<file path="src/hdl/ctmm_pkg.sv">
// ----------------------------------------------------------------------------
// Circular tile minimap - shared definitions
// Tile classes, pixel kinds, operation codes and the map character decoder.
// ----------------------------------------------------------------------------
package ctmm_pkg;

    typedef logic [1:0] t_class;
    typedef logic [1:0] t_kind;

    localparam t_class CLASS_EMPTY = 2'd0;
    localparam t_class CLASS_FLOOR = 2'd1;
    localparam t_class CLASS_WALL  = 2'd2;

    localparam t_kind KIND_RING   = 2'd0;
    localparam t_kind KIND_PLAYER = 2'd1;
    localparam t_kind KIND_EMPTY  = 2'd2;
    localparam t_kind KIND_TILE   = 2'd3;

    localparam logic OP_WRITE = 1'b0;
    localparam logic OP_PIXEL = 1'b1;

    localparam logic [7:0] CHAR_WALL  = 8'h31;
    localparam logic [7:0] CHAR_FLOOR = 8'h30;
    localparam logic [7:0] CHAR_NORTH = 8'h4E;
    localparam logic [7:0] CHAR_SOUTH = 8'h53;
    localparam logic [7:0] CHAR_EAST  = 8'h45;
    localparam logic [7:0] CHAR_WEST  = 8'h57;

    localparam logic [23:0] COLOR_WHITE = 24'hFFFFFF;

    function automatic t_class classify(input logic [7:0] ch);
        t_class cls;
        begin
            if (ch == CHAR_WALL) begin
                cls = CLASS_WALL;
            end else if (ch inside {CHAR_FLOOR, CHAR_NORTH, CHAR_SOUTH, CHAR_EAST,
                                    CHAR_WEST}) begin
                cls = CLASS_FLOOR;
            end else begin
                cls = CLASS_EMPTY;
            end
            return cls;
        end
    endfunction

endpackage

</file>
<file path="src/hdl/ctmm_locate.sv">
// ----------------------------------------------------------------------------
// Circular tile minimap - pixel locator
// Classifies a pixel against the ring, the player dot and the disc, and maps
// it onto a tile address with a bounds check.
// ----------------------------------------------------------------------------
module ctmm_locate
    import ctmm_pkg::*;
#(
    parameter int MAP_SIDE        = 64,
    parameter int VIEW_RADIUS     = 60,
    parameter int PIXELS_PER_TILE = 25,
    parameter int SIDE_W          = 6
) (
    input  logic [6:0]          i_pixel_x,
    input  logic [6:0]          i_pixel_y,
    input  logic [10:0]         i_player_x_25,
    input  logic [10:0]         i_player_y_25,
    input  logic [6:0]          i_map_width,
    input  logic [6:0]          i_map_height,
    output t_kind               o_kind,
    output logic [2*SIDE_W-1:0] o_addr
);

    localparam int DX_W    = 10;
    localparam int ADX_W   = 9;
    localparam int D2_W    = 2 * ADX_W + 1;
    localparam int POS_W   = 13;
    localparam int MAG_W   = POS_W - 1;
    localparam int SHIFT   = MAG_W + $clog2(PIXELS_PER_TILE);
    localparam int RECIP_W = SHIFT + 1;
    localparam int PROD_W  = MAG_W + RECIP_W;

    localparam logic [RECIP_W-1:0] RECIP =
        RECIP_W'(((64'd1 << SHIFT) + 64'(PIXELS_PER_TILE) - 64'd1) / 64'(PIXELS_PER_TILE));
    localparam logic [D2_W-1:0] OUTER2 = D2_W'(VIEW_RADIUS * VIEW_RADIUS);
    localparam logic [D2_W-1:0] INNER2 = D2_W'((VIEW_RADIUS - 1) * (VIEW_RADIUS - 1));
    localparam logic [D2_W-1:0] DOT2   = D2_W'(4);
    localparam logic [MAG_W-1:0] SIDE_LIM = MAG_W'(MAP_SIDE);

    function automatic logic [MAG_W:0] to_tile(input logic signed [POS_W-1:0] pos);
        logic [MAG_W-1:0]  mag;
        logic [PROD_W-1:0] prod;
        begin
            mag  = pos[POS_W-1] ? MAG_W'(-pos) : MAG_W'(pos);
            prod = PROD_W'(mag) * PROD_W'(RECIP);
            return {pos[POS_W-1], prod[SHIFT +: MAG_W]};
        end
    endfunction

    logic signed [DX_W-1:0]  dx;
    logic signed [DX_W-1:0]  dy;
    logic [ADX_W-1:0]        adx;
    logic [ADX_W-1:0]        ady;
    logic [D2_W-1:0]         d2;
    logic signed [POS_W-1:0] pos_x;
    logic signed [POS_W-1:0] pos_y;
    logic [MAG_W:0]          tile_x;
    logic [MAG_W:0]          tile_y;
    logic                    oob_x;
    logic                    oob_y;

    assign dx = $signed({{(DX_W-7){1'b0}}, i_pixel_x}) - $signed(DX_W'(VIEW_RADIUS));
    assign dy = $signed({{(DX_W-7){1'b0}}, i_pixel_y}) - $signed(DX_W'(VIEW_RADIUS));

    assign adx = dx[DX_W-1] ? ADX_W'(-dx) : ADX_W'(dx);
    assign ady = dy[DX_W-1] ? ADX_W'(-dy) : ADX_W'(dy);
    assign d2  = D2_W'(adx) * D2_W'(adx) + D2_W'(ady) * D2_W'(ady);

    assign pos_x = $signed({{(POS_W-11){1'b0}}, i_player_x_25}) + POS_W'(dx);
    assign pos_y = $signed({{(POS_W-11){1'b0}}, i_player_y_25}) + POS_W'(dy);

    assign tile_x = to_tile(pos_x);
    assign tile_y = to_tile(pos_y);

    assign oob_x = (tile_x[MAG_W] && (tile_x[MAG_W-1:0] != '0))
                || (tile_x[MAG_W-1:0] >= MAG_W'(i_map_width))
                || (tile_x[MAG_W-1:0] >= SIDE_LIM);
    assign oob_y = (tile_y[MAG_W] && (tile_y[MAG_W-1:0] != '0))
                || (tile_y[MAG_W-1:0] >= MAG_W'(i_map_height))
                || (tile_y[MAG_W-1:0] >= SIDE_LIM);

    assign o_addr = {SIDE_W'(tile_y[MAG_W-1:0]), SIDE_W'(tile_x[MAG_W-1:0])};

    always_comb begin
        if (d2 >= INNER2 && d2 <= OUTER2) begin
            o_kind = KIND_RING;
        end else if (d2 <= DOT2) begin
            o_kind = KIND_PLAYER;
        end else if (d2 > OUTER2 || oob_x || oob_y) begin
            o_kind = KIND_EMPTY;
        end else begin
            o_kind = KIND_TILE;
        end
    end

endmodule

</file>
<file path="config.mk">
export PLATFORM = sky130hd
export DESIGN_NAME = ctmm_locate
export DESIGN_NICKNAME = d
export VERILOG_FILES = /design/src/hdl/ctmm_pkg.sv /design/src/hdl/ctmm_locate.sv
export SDC_FILE = /design/constraint.sdc
export NUM_CORES = 1
export LEC_CHECK = 0
export ABC_CLOCK_PERIOD_IN_PS = 20300
export BUFFER_PORTS_ARGS = -buffer_cell sky130_fd_sc_hd__clkbuf_2
export CAP_MARGIN = 20
export CORE_MARGIN = 5
export CORE_UTILIZATION = 45
export DETAILED_ROUTE_END_ITERATION = 8
export PLACE_DENSITY = 0.73
export SETUP_SLACK_MARGIN = 0.15
export SLEW_MARGIN = 10
export SYNTH_ARGS = -nofsm -noshare
export SYNTH_HDL_FRONTEND = slang
export SYNTH_SLANG_ARGS = --single-unit
</file>
<file path="constraint.sdc">
create_clock -name vclk -period 20.3
set_clock_uncertainty 0.15 [all_clocks]
set_input_delay 2.03 -clock vclk [all_inputs]
set_output_delay 2.03 -clock vclk [all_outputs]
set_load 0.01 [all_outputs]
</file>
Yosys cells after proc, flatten, opt, wreduce, memory -nomap -nowiden. Index checks and enable logic that the tools add are counted.

Bits of input ports: 50. Logic and storage cells: 39. Output and inout bits: 14. Flip-flop bits (word level): 0.

Add/sub/neg operators: 9. Reduce and logical (&&, ||, !) cells: 11. Multiplexer cells: 7. $mul: 4. Magnitude comparators: 8.

Operators by type and width (count): $mul A12 B13 Y25 const B (2); $mul A9 B9 Y18 (2); $add A12 B8 Y13 (2); $mux W12 (2); $neg A12 Y12 (2); $reduce_bool A12 Y1 (2); $add A18 B18 Y19 (1); $ge A19 B12 Y1 const B (1); $gt A19 B12 Y1 const B (1); $le A19 B12 Y1 const B (1); $le A19 B3 Y1 const B (1); $mux W9 (2); $neg A8 Y9 (2); $ge A8 B7 Y1 (2); $ge A8 B7 Y1 const B (2); $sub A7 B6 Y8 const B (2); $logic_or A1 B1 Y1 (6); $mux W2 (2); $logic_and A1 B1 Y1 (3); $mux W1 (1).

Logic depth before layout (Yosys ltp).
Depth after elaboration: 14. Mapped depth: 40. Gate-level depth less buffers: 40.

Worst setup path after synthesis. OpenSTA, ideal clock, no wires.

Path kind: input-to-output. Start point: in i_pixel_x[2]. End point: out o_kind[0]. Required time: 18.120 ns. Path slack: 7.288 ns. Data arrival time: 10.832 ns. Stages: 37. Buffers on the path: 2. Cell sequence: ha_1 -> xor2_1 -> ha_1 -> buf_2 -> nand3_1 -> nand2_1 -> a311oi_1 -> o31ai_1 -> a21oi_1 -> xnor2_1 -> clkbuf_1 -> o21ai_0 -> xnor2_1 -> inv_1 -> fa_1 -> fa_1 -> fa_1 -> fa_1 -> inv_1 -> fa_1 -> ha_1 -> and3_1 -> a221o_1 -> a211oi_2 -> nor2_1 -> or3_1 -> xnor2_1 -> ha_1 -> nand2b_1 -> a21o_1 -> a21oi_1 -> o21ai_0 -> nand3_1 -> nand3_1 -> a2111oi_2 -> o2111ai_1 -> a221oi_1.

Word-level cells in the longest chain between the ends: 14. Elaborated cells between the ends (all ways): 25. Classes of those cells: add/sub: 5; mul: 2; order compare: 6; mux: 5; reduce/logical: 7.

Ends and longest elaborated chain: start, declared (RTL line ctmm_locate.sv:14) `input logic [6:0] i_pixel_x,`; $sub A7 B6 Y8 (*) (RTL line ctmm_locate.sv:62) `assign dx = $signed({{(DX_W-7){1'b0}}, i_pixel_x}) - $signed(DX_W'(VIEW_RADIUS));`; parallel branches: the longest is 12 deep, another holds $mul A12 B13 Y25; $mux W2 (*) (RTL line ctmm_locate.sv:85) `if (d2 >= INNER2 && d2 <= OUTER2) begin`; end, declared (RTL line ctmm_locate.sv:20) `output t_kind o_kind,`.

Mark *: on every way between the ends.

Worst setup path after layout. Same ends and word-level chain as after synthesis.

==> flow_metrics.env <==
export IMPL_finalHoldViolCount=0
export IMPL_min_period_over_period=0.708
export IMPL_clockBufferCount=0
export IMPL_crit_path_end_kind="primary output"
export IMPL_ys_warn_count=0
export IMPL_cts_resized=0
export IMPL_cap_violations=0
export IMPL_post_drt_wl_per_cell_microns=13.6
export IMPL_area_growth_pct=7.45
export IMPL_n_fill_cell=2506
export IMPL_die_height_microns=173
export IMPL_hold_slack_ns=4.78
export IMPL_postPlaceCellArea_sq_um=12900
export IMPL_drive_gt1_frac=0.0599
export IMPL_die_area_sq_um=30000
export IMPL_first_iter_violations=313
export IMPL_grt_overflow=0
export IMPL_cts_hold_buffers=0
export IMPL_seq_cell_count=0
export IMPL_grt_pass1_wl_mm=43.9
export IMPL_syn_area_sq_um=12000
export IMPL_die_width_microns=173
export IMPL_hpwl_mm=23.2
export IMPL_port_buffers=64
export IMPL_rows=59
export IMPL_avgSynthCellArea_sq_um=8.77
export IMPL_ant_nets=0
export IMPL_synthTopCellsByArea="fa_1 (32%), ha_1 (27%), inv_1 (11%)"
export IMPL_path_common_cell="fa_1"
export IMPL_startpoint_type="primary input"
export IMPL_crit_start="i_pixel_x[2]"
export IMPL_dr_pass1_iters=7
export IMPL_max_stage_delay_ns=0.81
export IMPL_critical_path_class="in2out"
export IMPL_gp_congestion=0.897
export IMPL_postCtsSetupBuffers=0
export IMPL_avgViaCountPerCell=4.98
export IMPL_cp_data_required_time_ns=18.12
export IMPL_initial_core_util=0.458
export IMPL_post_route_min_period_ns=14.36
export IMPL_finalSetupViolCount=0
export IMPL_fp_coreArea_sq_um=26100
export IMPL_tightest_slew_ns=0.997
export IMPL_postLayoutCellArea_sq_um=12900
export IMPL_synth_lib_cells_used_distinct=70
export IMPL_tns_ns=0
export IMPL_yosys_area_top_type="fa_1"
export IMPL_drc=0
export IMPL_arrival_ns=12.18
export IMPL_grt_pass1_vias=9805
export IMPL_ios=64
export IMPL_grt_util_all_layers=0.169
export IMPL_status="finished clean"
export IMPL_rsz0062_at_grt="no"
export IMPL_ys_seq_area_frac=0
export IMPL_synth_most_common_cell="inv_1"
export IMPL_final_nets=1976
export IMPL_synthDominantCellAreaShare=0.322
export IMPL_cp_max_fo=12
export IMPL_seqCellArea_sq_um=0
export IMPL_min_path_type="in2out"
export IMPL_slew_viol_final=0
export IMPL_max_freq_mhz=69.6
export IMPL_ys_top_cells_by_count="inv_1 (361), ha_1 (262), fa_1 (193), nor2_1 (78), nand2_1 (55)"
export IMPL_antenna_found_initial=1
export IMPL_cpMaxStageDelayCell="xnor2_1"
export IMPL_min_from="i_map_width[5]"
export IMPL_drt_total_wl_mm=24.6
export IMPL_max_slew_margin=0.330
export IMPL_syn_inst=1366
export IMPL_vias=8997
export IMPL_finalCoreUtilization=0.493
export IMPL_grt_max_degree=13
-- cells by family (layout without fill, tap and decap cells) --
group,count (synthesis),count (layout),synth area share
adder cells (fa/ha/maj),455,455,0.596
AND/OR/NAND/NOR,248,248,0.101
buffers and inverters,372,429,0.117
AO/OA/AOI/OAI,184,184,0.106
XOR/XNOR,95,95,0.0707
other,2,49,0.000627
multiplexers,10,10,0.00856
-- cells in the final DEF (no fill, tap or decap), types with 5 or more instances in the layout --
cell type,count
or2_2,9
clkbuf_2,64
conb_1,48
xor2_1,40
fa_1,193
inv_1,361
o31ai_1,8
mux2i_1,8
nor3_1,19
a21oi_1,45
nor2b_1,9
o21ai_0,32
a211oi_1,8
nor2_1,78
o21bai_1,6
nand2b_1,6
and3_1,9
or3_1,8
ha_1,262
nand3_1,25
a211o_1,5
xnor2_1,53
a21o_1,26
o211ai_1,5
o21a_1,11
nand2_1,55
-- metal layers --
metal | routed length [microns] | global-route usage | vias up
met5 | 0 | 0 | -
met4 | 402 | 0.0239 | 0
met3 | 501 | 0.00546 | 23
met2 | 12200 | 0.316 | 119
met1 | 11500 | 0.224 | 4302
li1 | - | - | 4553
-- through the flow --
| stage | setup slack [ns] | instances |
|---|---|---|
| 2_1_floorplan | 7.29 | 1412 |
| 3_3_place_gp | 6.02 | 1804 |
| 3_5_place_dp | 5.80 | 1804 |
| 4_1_cts | 5.81 | 1804 |
| 5_1_grt | 5.07 | 1805 |
| 6_report | 5.94 | 1805 |
-- path summary, 6_finish.rpt --
check,endpoint,cells past startpoint
worst min-delay path,o_kind[0],9
worst max-delay path,o_kind[0],37
-- layout make-up --
cell class	instances	area [sq um]	share of cell area
Multi-Input combinational cell	1040	10800	0.835
Inverter	363	1360	0.106
Tap cell	335	419	0.0326
Timing Repair Buffer	66	335	0.0260
Antenna cell	1	2.50	0.000194
-- critical path, delay by kind of cell --
kind                       cells  cell delay (ns)
and+or+nand+nor                8             1.20
AOI/OAI and AO/OA             12             2.79
buffers and inverters          4             0.53
xor gates and xnor gates       4             1.67
adders and majority gates      9             3.93
Power is left out: the tool's default activity adds up to more than one toggle a clock period on the data nets, which glitch-free logic cannot reach.
